[config.mk]
export PLATFORM = sky130hd
export DESIGN_NAME = whbm_front
export DESIGN_NICKNAME = d
export VERILOG_FILES = /design/src/sv/whbm_pkg.sv /design/src/sv/whbm_front.sv
export SDC_FILE = /design/constraint.sdc
export NUM_CORES = 1
export LEC_CHECK = 0
export ABC_AREA = 1
export BUFFER_PORTS_ARGS = -buffer_cell sky130_fd_sc_hd__buf_2
export CAP_MARGIN = 30
export CORE_AREA = 2 2 240 242
export CTS_CLUSTER_SIZE = 10
export DETAILED_ROUTE_END_ITERATION = 16
export DIE_AREA = 0 0 242 244
export SLEW_MARGIN = 30
export SYNTH_ARGS = -nofsm -noshare
export SYNTH_HDL_FRONTEND = slang
export SYNTH_SLANG_ARGS = --single-unit
[constraint.sdc]
create_clock -name clk_i -period 27.4 [get_ports clk_i]
set_input_delay 1.37 -clock clk_i [delete_from_list [all_inputs] [get_ports clk_i]]
set_output_delay 1.37 -clock clk_i [all_outputs]
set_load 0.02 [all_outputs]
[src/sv/whbm_pkg.sv]
// Shared types and constants for the windowed Hamming best-match block.
`default_nettype none
package whbm_pkg;
  localparam int unsigned DescW     = 256;
  localparam int unsigned CoordW    = 16;
  localparam int unsigned DistLimit = 128;
  localparam int unsigned DistW     = 9;
  localparam int unsigned HalfW     = 15;
  localparam int unsigned DimW      = 12;
  localparam int unsigned InDataW   = 2 * CoordW + DescW;
  localparam int unsigned OutDataW  = 56;

  localparam logic [1:0] RegHalf   = 2'd0;
  localparam logic [1:0] RegWidth  = 2'd1;
  localparam logic [1:0] RegHeight = 2'd2;

  localparam logic ReqLoad  = 1'b0;
  localparam logic ReqQuery = 1'b1;

  // Classified item travelling from front to back
  typedef struct packed {
    logic              is_query;
    logic              clear;
    logic              in_image;
    logic [CoordW-1:0] x;
    logic [CoordW-1:0] y;
    logic [DescW-1:0]  desc;
  } cmd_t;

  // Population count of a 256-bit word as a balanced tree of additions
  function automatic logic [DistW-1:0] popcount256(input logic [DescW-1:0] v);
    logic [DistW-1:0] s [64];
    for (int i = 0; i < 64; i++) begin
      s[i] = DistW'(v[4*i]) + DistW'(v[4*i+1]) + DistW'(v[4*i+2]) + DistW'(v[4*i+3]);
    end
    for (int w = 32; w > 0; w = w >> 1) begin
      for (int i = 0; i < w; i++) begin
        s[i] = s[2*i] + s[2*i+1];
      end
    end
    return s[0];
  endfunction
endpackage
`default_nettype wire

[src/sv/whbm_front.sv]
// Front part: accepts input items and marks queries whose centre lies inside the image.
`default_nettype none
module whbm_front
  import whbm_pkg::*;
#(
  parameter int unsigned FracBits = 4
) (
  input  wire logic              clk_i,
  input  wire logic              rst_ni,
  input  wire logic              s_valid_i,
  output      logic              s_ready_o,
  input  wire logic              req_type_i,
  input  wire logic              clear_i,
  input  wire logic [InDataW-1:0] data_i,
  input  wire logic [DimW-1:0]   img_w_i,
  input  wire logic [DimW-1:0]   img_h_i,
  output      logic              q_valid_o,
  input  wire logic              q_ready_i,
  output      cmd_t              q_cmd_o
);
  localparam int unsigned LimW = DimW + FracBits + 1;

  logic              valid_q;
  cmd_t              cmd_q;
  logic signed [CoordW-1:0] px, py;
  logic signed [LimW-1:0]   xmax, ymax;
  logic              in_image;

  assign px   = data_i[CoordW-1:0];
  assign py   = data_i[2*CoordW-1:CoordW];
  assign xmax = LimW'({1'b0, img_w_i}) << FracBits;
  assign ymax = LimW'({1'b0, img_h_i}) << FracBits;
  assign in_image = !px[CoordW-1] && !py[CoordW-1] &&
                    (LimW'(px) <= xmax) && (LimW'(py) <= ymax);

  assign s_ready_o = !valid_q || q_ready_i;
  assign q_valid_o = valid_q;
  assign q_cmd_o   = cmd_q;

  // Hold one classified item in the queue slot
  always_ff @(posedge clk_i or negedge rst_ni) begin
    if (!rst_ni) begin
      valid_q <= 1'b0;
    end else if (s_ready_o) begin
      valid_q <= s_valid_i;
    end
  end

  always_ff @(posedge clk_i) begin
    if (s_valid_i && s_ready_o) begin
      cmd_q.is_query <= (req_type_i == ReqQuery);
      cmd_q.clear    <= clear_i;
      cmd_q.in_image <= in_image;
      cmd_q.x        <= px;
      cmd_q.y        <= py;
      cmd_q.desc     <= data_i[InDataW-1:2*CoordW];
    end
  end
endmodule
`default_nettype wire

==> results of run 1 <==
-- registers in the layout, summed over array words and instances, names as in the netlist --
signal,count
q_cmd_o,291
q_valid_o,1
-- area by class of cell --
cell class	count	area (µm²)	share of cell area, %
antenna	2	5.005	0.03421
sequential	292	8763	59.89
clock inverter	8	42.54	0.2907
multi-input combinational	97	646.9	4.421
timing repair buffer	615	3110	21.26
clock buffer	45	955.9	6.533
inverter	43	161.4	1.103
tap	756	945.9	6.465
-- kinds of logic after synthesis --
| logic type | after synthesis | synth area share, % |
|---|---|---|
| flops | 292 | 91.66 |
| buf+inv | 43 | 1.688 |
| fa+ha+maj | 26 | 3.403 |
| compound gates | 10 | 0.5234 |
| simple gates | 61 | 2.722 |
-- critical path, delay by kind of cell --
kind	cells	cell delay (ns)
buffers and inverters	5	2.46
AOI/OAI and AO/OA	1	0.69
-- cell usage after synthesis --
| library cell | instances | area [µm²] |
|---|---|---|
| edfxtp_1 | 291 | 8738 |
| nand3_1 | 6 | 30.03 |
| dfrtp_1 | 1 | 25.02 |
| nor2_2 | 3 | 18.77 |
| nand3b_1 | 2 | 15.01 |
| ha_1 | 26 | 325.3 |
| nand4_1 | 1 | 6.260 |
| nand2_1 | 35 | 131.4 |
| inv_1 | 40 | 150.1 |
| o21ai_0 | 1 | 5.000 |
| a21oi_1 | 9 | 45.04 |
| nand3_2 | 1 | 10.01 |
| inv_2 | 3 | 11.26 |
| nor2_1 | 13 | 48.80 |
-- routing by layer --
| metal | routed length, µm | track usage [%] | vias up |
|---|---|---|---|
| met5 | 80 | 0 | - |
| met3 | 3235 | 4.664 | 64 |
| met4 | 1225 | 4.757 | 12 |
| met2 | 15020 | 16.35 | 392 |
| li1 | - | - | 2929 |
| met1 | 10980 | 10.24 | 3050 |
-- report_power, final --
group	internal, µW	switching, µW	total [µW]
Clock	243	170	414
Sequential	522	7.10	529
Combinational	35.6	65.3	101
-- through the flow --
step | setup slack [ns] | hold WS [ns]
finish | 22.85 | 0.6108
global route | 22.57 | 0.5673
CTS | 22.82 | 0.5619
detailed placement | 22.25 | 0.5961
global placement | 22.34 | 0.5543
floorplan | 11.00 | 0.7682
-- worst paths after layout --
path	from	to	slack [ns]	cells past startpoint
min in group clk_i	q_valid_o	q_valid_o	0.61	2
max in group asynchronous	rst_ni	q_valid_o	26.70	1
min reg2reg	q_valid_o	q_valid_o	0.61	2
min	rst_ni	q_valid_o	0.61	1
max	q_ready_i	q_cmd_o[104]	22.85	6
max reg2reg	q_valid_o	q_cmd_o[104]	23.40	4
==> impl_metrics.csv, run 1 <==
group,metric,value,unit
status,status,"finished clean",
logic_synthesis,ys_ff_latch,292,
drt,drc,0,
power,p_leak,0.006253,µW
worst_setup_path,start_kind,"primary input",
drt,num_vias,6447,
clock_tree,clock-sinks,292,
sta,finalCritPeriodShare,16.59,%
clock_tree,clk_path_buf_depth,3,
sta,worst_pin_slew,0.9025,ns
placement,io_buffers,610,
logic_synthesis,yosysWarnings,0,
sta,timing.fmax,219.9,MHz
floorplan,ioPinCount,611,
sta,tns,0,ns
clock_tree,postCtsHoldBufs,0,
worst_setup_path,cp-end-kind,"flop",
logic_synthesis,ys_seq_area_share,91.66,%
clock_tree,cts_setup_buffers,0,
cells_and_area,layout_common_cells,"610 x buf_2, 291 x edfxtp_1, 40 x inv_1, 37 x clkbuf_16, 35 x nand2_1",
placement,dpl.cell_count,1802,
cells_and_area,final_cells,1858,
logic_synthesis,synthesis.nets,776,
cells_and_area,fin_util,26.05,%
sta,rsz0062_at_grt,"no",
drt,dr.pass1.iters,4,
cells_and_area,layout.nets,1429,
drt,wl,30540,µm
drt,ant_nets,0,
clock_tree,worstSkewPairLatency,0.52,ns
floorplan,die_w,242,µm
clock_tree,clkTransAtPathRegs,0.05,ns
clock_tree,numCtsBuffers,36,
logic_synthesis,synthesis.area,0.009560,mm²
worst_setup_path,crit_fanout,70,
logic_synthesis,synthCells,432,
global_routing,grt_pass1_vias,6769,
worst_setup_path,crit_required,27.54,ns
sta,min_period,4.547,ns
cells_and_area,fillerInstances,5837,
clock_tree,cts_tree,"built",
placement,placed_cell_area,0.01360,mm²
drt,via_per_inst,3.470,
floorplan,num_rows,87,
sta,fin_skew,0.01100,ns
placement,gp_congestion,0.9502,
sta,maxSlewViolCount,0,
clock_tree,cts_resized,0,
worst_setup_path,arrival,4.69,ns
floorplan,fp.dieH,244,µm
global_routing,grt.total_usage,9.733,%
floorplan,die-area,0.05905,mm²
worst_setup_path,path_class,"in -> reg",
worst_setup_path,cpPeakStageDelay,0.81,ns
worst_setup_path,crit_chain,"buf_2 > inv_1 > a21oi_4 > buf_4 > buf_4 > buf_4",
power,fin_total_pwr,1044,µW
flow_run,drv_cap,0,
worst_hold_path,hp-class,"in -> async",
worst_setup_path,slowest_stage,"buf_4",
power,power.density,71.35,mW/mm²
clock_tree,clock-root-buffer,"clkbuf_16",
sta,maxSlewHeadroom,39.83,%
clock_tree,h-tree-depth,2,
global_routing,grt_max_degree,72,
placement,dp_hpwl,24390,µm
cells_and_area,final_area,0.01463,mm²
worst_setup_path,cpMostUsedCell,"buf_4",
floorplan,start_util,17.02,%
power,peakVddDrop,42.77,µV
cells_and_area,drive_gt1_share,60.36,%
sta,hold_viol,0,
global_routing,antenna_found_initial,13,
sta,setup_viol_count_final,0,
logic_synthesis,yosysUniqueCellTypes,14,
drt,drtIter0Drc,257,
cells_and_area,syn_to_final_growth,53.04,%
global_routing,grt.overflow.total,0,
drt,wire_per_inst,16.44,µm
logic_synthesis,syn-mean-instance-area,22.13,µm²
floorplan,core,0.05617,mm²
global_routing,grt_pass1_wl,42190,µm
cells_and_area,layout_commonest_cell,"buf_2",
(Power assumes the default switching activity.)
==> run 2, diff against run 1 <==
Settings changed: ABC_AREA 1 to 0, CORE_AREA 2 2 240 242 to 2 2 239 241, DIE_AREA 0 0 242 244 to 0 0 241 243.
Clock period 27.4 ns to 3.79 ns, I/O delays scaled along.
==> run 2 against run 1 <==
Sequential power grew to 7.2 times the previous value; first-iteration DRC count decreased by 21%; via count up 16%; synthesized area decreased by 0.80%; non-clock buffer count rose by 300; combinational power grew to 9.9 times the previous value; critical path type is now reg -> reg; largest cell class unchanged.
==> impl_metrics.csv, run 2 <==
group,metric,value,unit
drt,via_per_inst,3.537,
worst_setup_path,cp-end-kind,"flop",
clock_tree,h-tree-depth,2,
sta,fin_skew,0.01095,ns
worst_setup_path,arrival,2.20,ns
floorplan,ioPinCount,611,
clock_tree,cts_tree,"built",
clock_tree,numCtsBuffers,38,
sta,hold_viol,0,
logic_synthesis,synthesis.nets,736,
status,status,"finished clean",
clock_tree,clock-sinks,292,
global_routing,antenna_found_initial,5,
clock_tree,worstSkewPairLatency,0.53,ns
worst_setup_path,crit_required,3.99,ns
floorplan,fp.dieH,243,µm
worst_setup_path,rr_startpoint,"q_valid_o",
placement,gp_congestion,0.8139,
global_routing,grt_pass1_vias,8347,
sta,rsz0062_at_grt,"no",
worst_hold_path,hp-class,"in -> reg",
global_routing,grt_max_degree,69,
sta,worst_pin_slew,0.8069,ns
logic_synthesis,synthesis.area,0.009484,mm²
logic_synthesis,yosysWarnings,0,
worst_setup_path,rrSetupSlack,1.79,ns
logic_synthesis,synthCells,392,
logic_synthesis,ys_seq_area_share,92.40,%
cells_and_area,layout_commonest_cell,"buf_2",
drt,dr.pass1.iters,4,
cells_and_area,syn_to_final_growth,87.04,%
cells_and_area,final_cells,2123,
logic_synthesis,yosys-top-cells-area,"edfxtp_1 92%, ha_1 3.4%, inv_1 1.1%",
sta,maxSlewViolCount,0,
logic_synthesis,synth_top_area_share,92.14,%
clock_tree,clk_path_buf_depth,3,
sta,finalCritPeriodShare,52.84,%
cells_and_area,layout_common_cells,"610 x buf_2, 294 x dlygate4sd3_1, 291 x edfxtp_1, 39 x clkbuf_16, 28 x inv_1",
floorplan,die_w,241,µm
clock_tree,cts_setup_buffers,0,
sta,timing.fmax,499.3,MHz
placement,dpl.cell_count,1769,
global_routing,grt.overflow.total,0,
floorplan,start_util,16.95,%
cells_and_area,layout.nets,1691,
cells_and_area,drive_gt1_share,49.45,%
power,p_leak,0.007484,µW
logic_synthesis,synthArstFlopShare,0.3425,%
floorplan,num_rows,87,
drt,wl,34780,µm
drt,drc,0,
drt,wire_per_inst,16.38,µm
cells_and_area,fillerInstances,5536,
drt,drtIter0Drc,203,
logic_synthesis,yosysUniqueCellTypes,23,
clock_tree,clkTransAtPathRegs,0.05,ns
clock_tree,clock-root-buffer,"clkbuf_16",
logic_synthesis,syn-mean-instance-area,24.19,µm²
logic_synthesis,synth_top_area_cell,"edfxtp_1",
clock_tree,cts_resized,0,
global_routing,grt.total_usage,11.07,%
logic_synthesis,synth-edff-count,291,
worst_setup_path,cp-startpoint,"q_valid_o",
drt,num_vias,7509,
sta,maxSlewHeadroom,46.21,%
sta,tns,0,ns
floorplan,die-area,0.05856,mm²
worst_setup_path,cp-endpoint,"q_cmd_o[121]",
power,peakVddDrop,310.6,µV
drt,ant_nets,0,
power,power.density,469.3,mW/mm²
placement,dp_hpwl,24640,µm
cells_and_area,largest_reg_flops,291,
logic_synthesis,synth_ff_type,"edfxtp_1",
logic_synthesis,ys_ff_latch,292,
logic_synthesis,synth.most_common_cell,"edfxtp_1",
placement,io_buffers,610,
sta,min_period,2.003,ns
worst_setup_path,start_kind,"flop",
logic_synthesis,synth.cells.most_frequent,"291 x edfxtp_1, 28 x inv_1, 26 x ha_1, 9 x a21oi_1, 5 x nand4_1",
worst_setup_path,r2r_cells,3,
floorplan,core,0.05595,mm²
worst_setup_path,r2r_end,"q_cmd_o[121]",
worst_setup_path,path_class,"reg -> reg",
flow_run,drv_cap,0,
global_routing,grt_pass1_wl,48020,µm
worst_setup_path,crit_fanout,48,
sta,setup_viol_count_final,0,
[run 2: worst min path at each step]
| stage | startpoint | to | slack [ns] | cells past startpoint |
|---|---|---|---|---|
| global route | data_i[100] | q_cmd_o[68] | 0.34 | 2 |
| CTS | img_w_i[0] | q_cmd_o[288] | 0.28 | 4 |
| finish | img_w_i[0] | q_cmd_o[288] | 0.30 | 4 |
| global placement | rst_ni | q_valid_o | -0.04 | 1 |
| floorplan | rst_ni | q_valid_o | -0.11 | 0 |
| detailed placement | rst_ni | q_valid_o | -0.03 | 1 |
[run 2: per-layer routing]
| metal | part of all wire, % | global-route usage [%] | routed length, µm | up-vias |
|---|---|---|---|---|
| li1 | - | - | - | 3462 |
| met1 | 36 | 11.14 | 12610 | 3576 |
| met2 | 50 | 19.87 | 17430 | 389 |
| met3 | 9.6 | 4.174 | 3335 | 80 |
| met4 | 4.0 | 5.374 | 1386 | 2 |
| met5 | 0.037 | 0 | 13 | - |
[run 2: cells by family after synthesis]
logic type	after synthesis	synth area share, %
buf+inv	28	1.108
fa+ha+maj	26	3.430
compound gates	21	1.438
flops	292	92.40
simple gates	25	1.623
[run 2: worst max-delay path: stages (launching register included)]
cell	delay, ns
dfrtp_1	0.38
nand2b_1	0.11
and2_4	0.69
buf_4	0.45
[run 2: timing repair]
item,CTS,global route
hold endpoints to repair,292,0
setup endpoints to repair,0,0
hold buffers,294,0
[run 2: final cells by class]
| type | count | area, µm² | share of cell area, % |
|---|---|---|---|
| Antenna cell | 4 | 10.01 | 0.05643 |
| Clock buffer | 46 | 1002 | 5.650 |
| Clock inverter | 10 | 178.9 | 1.009 |
| Inverter | 28 | 105.1 | 0.5925 |
| Multi-Input combinational cell | 72 | 618.1 | 3.484 |
| Sequential cell | 292 | 8763 | 49.40 |
| Tap cell | 756 | 945.9 | 5.332 |
| Timing Repair Buffer | 915 | 6116 | 34.48 |
[run 2: power by group]
part           switching, µW  leakage, µW  internal [µW]
logic                    535      0.00413            466
clock network           1310     0.000573           2190
registers               51.8      0.00278           3770
[run 2: stage by stage]
stage	setup slack [ns]	hold WS [ns]	total power (µW)	utilization, %	cell area [µm²]
4_1_cts	1.734	0.2816	8458	31.69	17730
2_1_floorplan	0.5734	-0.1061	4227	-	9487
6_report	1.787	0.2956	8324	31.71	17740
5_1_grt	1.614	0.3370	8640	31.71	17740
3_5_place_dp	1.746	-0.03482	4649	24.32	13610
3_3_place_gp	1.786	-0.03506	4633	24.32	13610
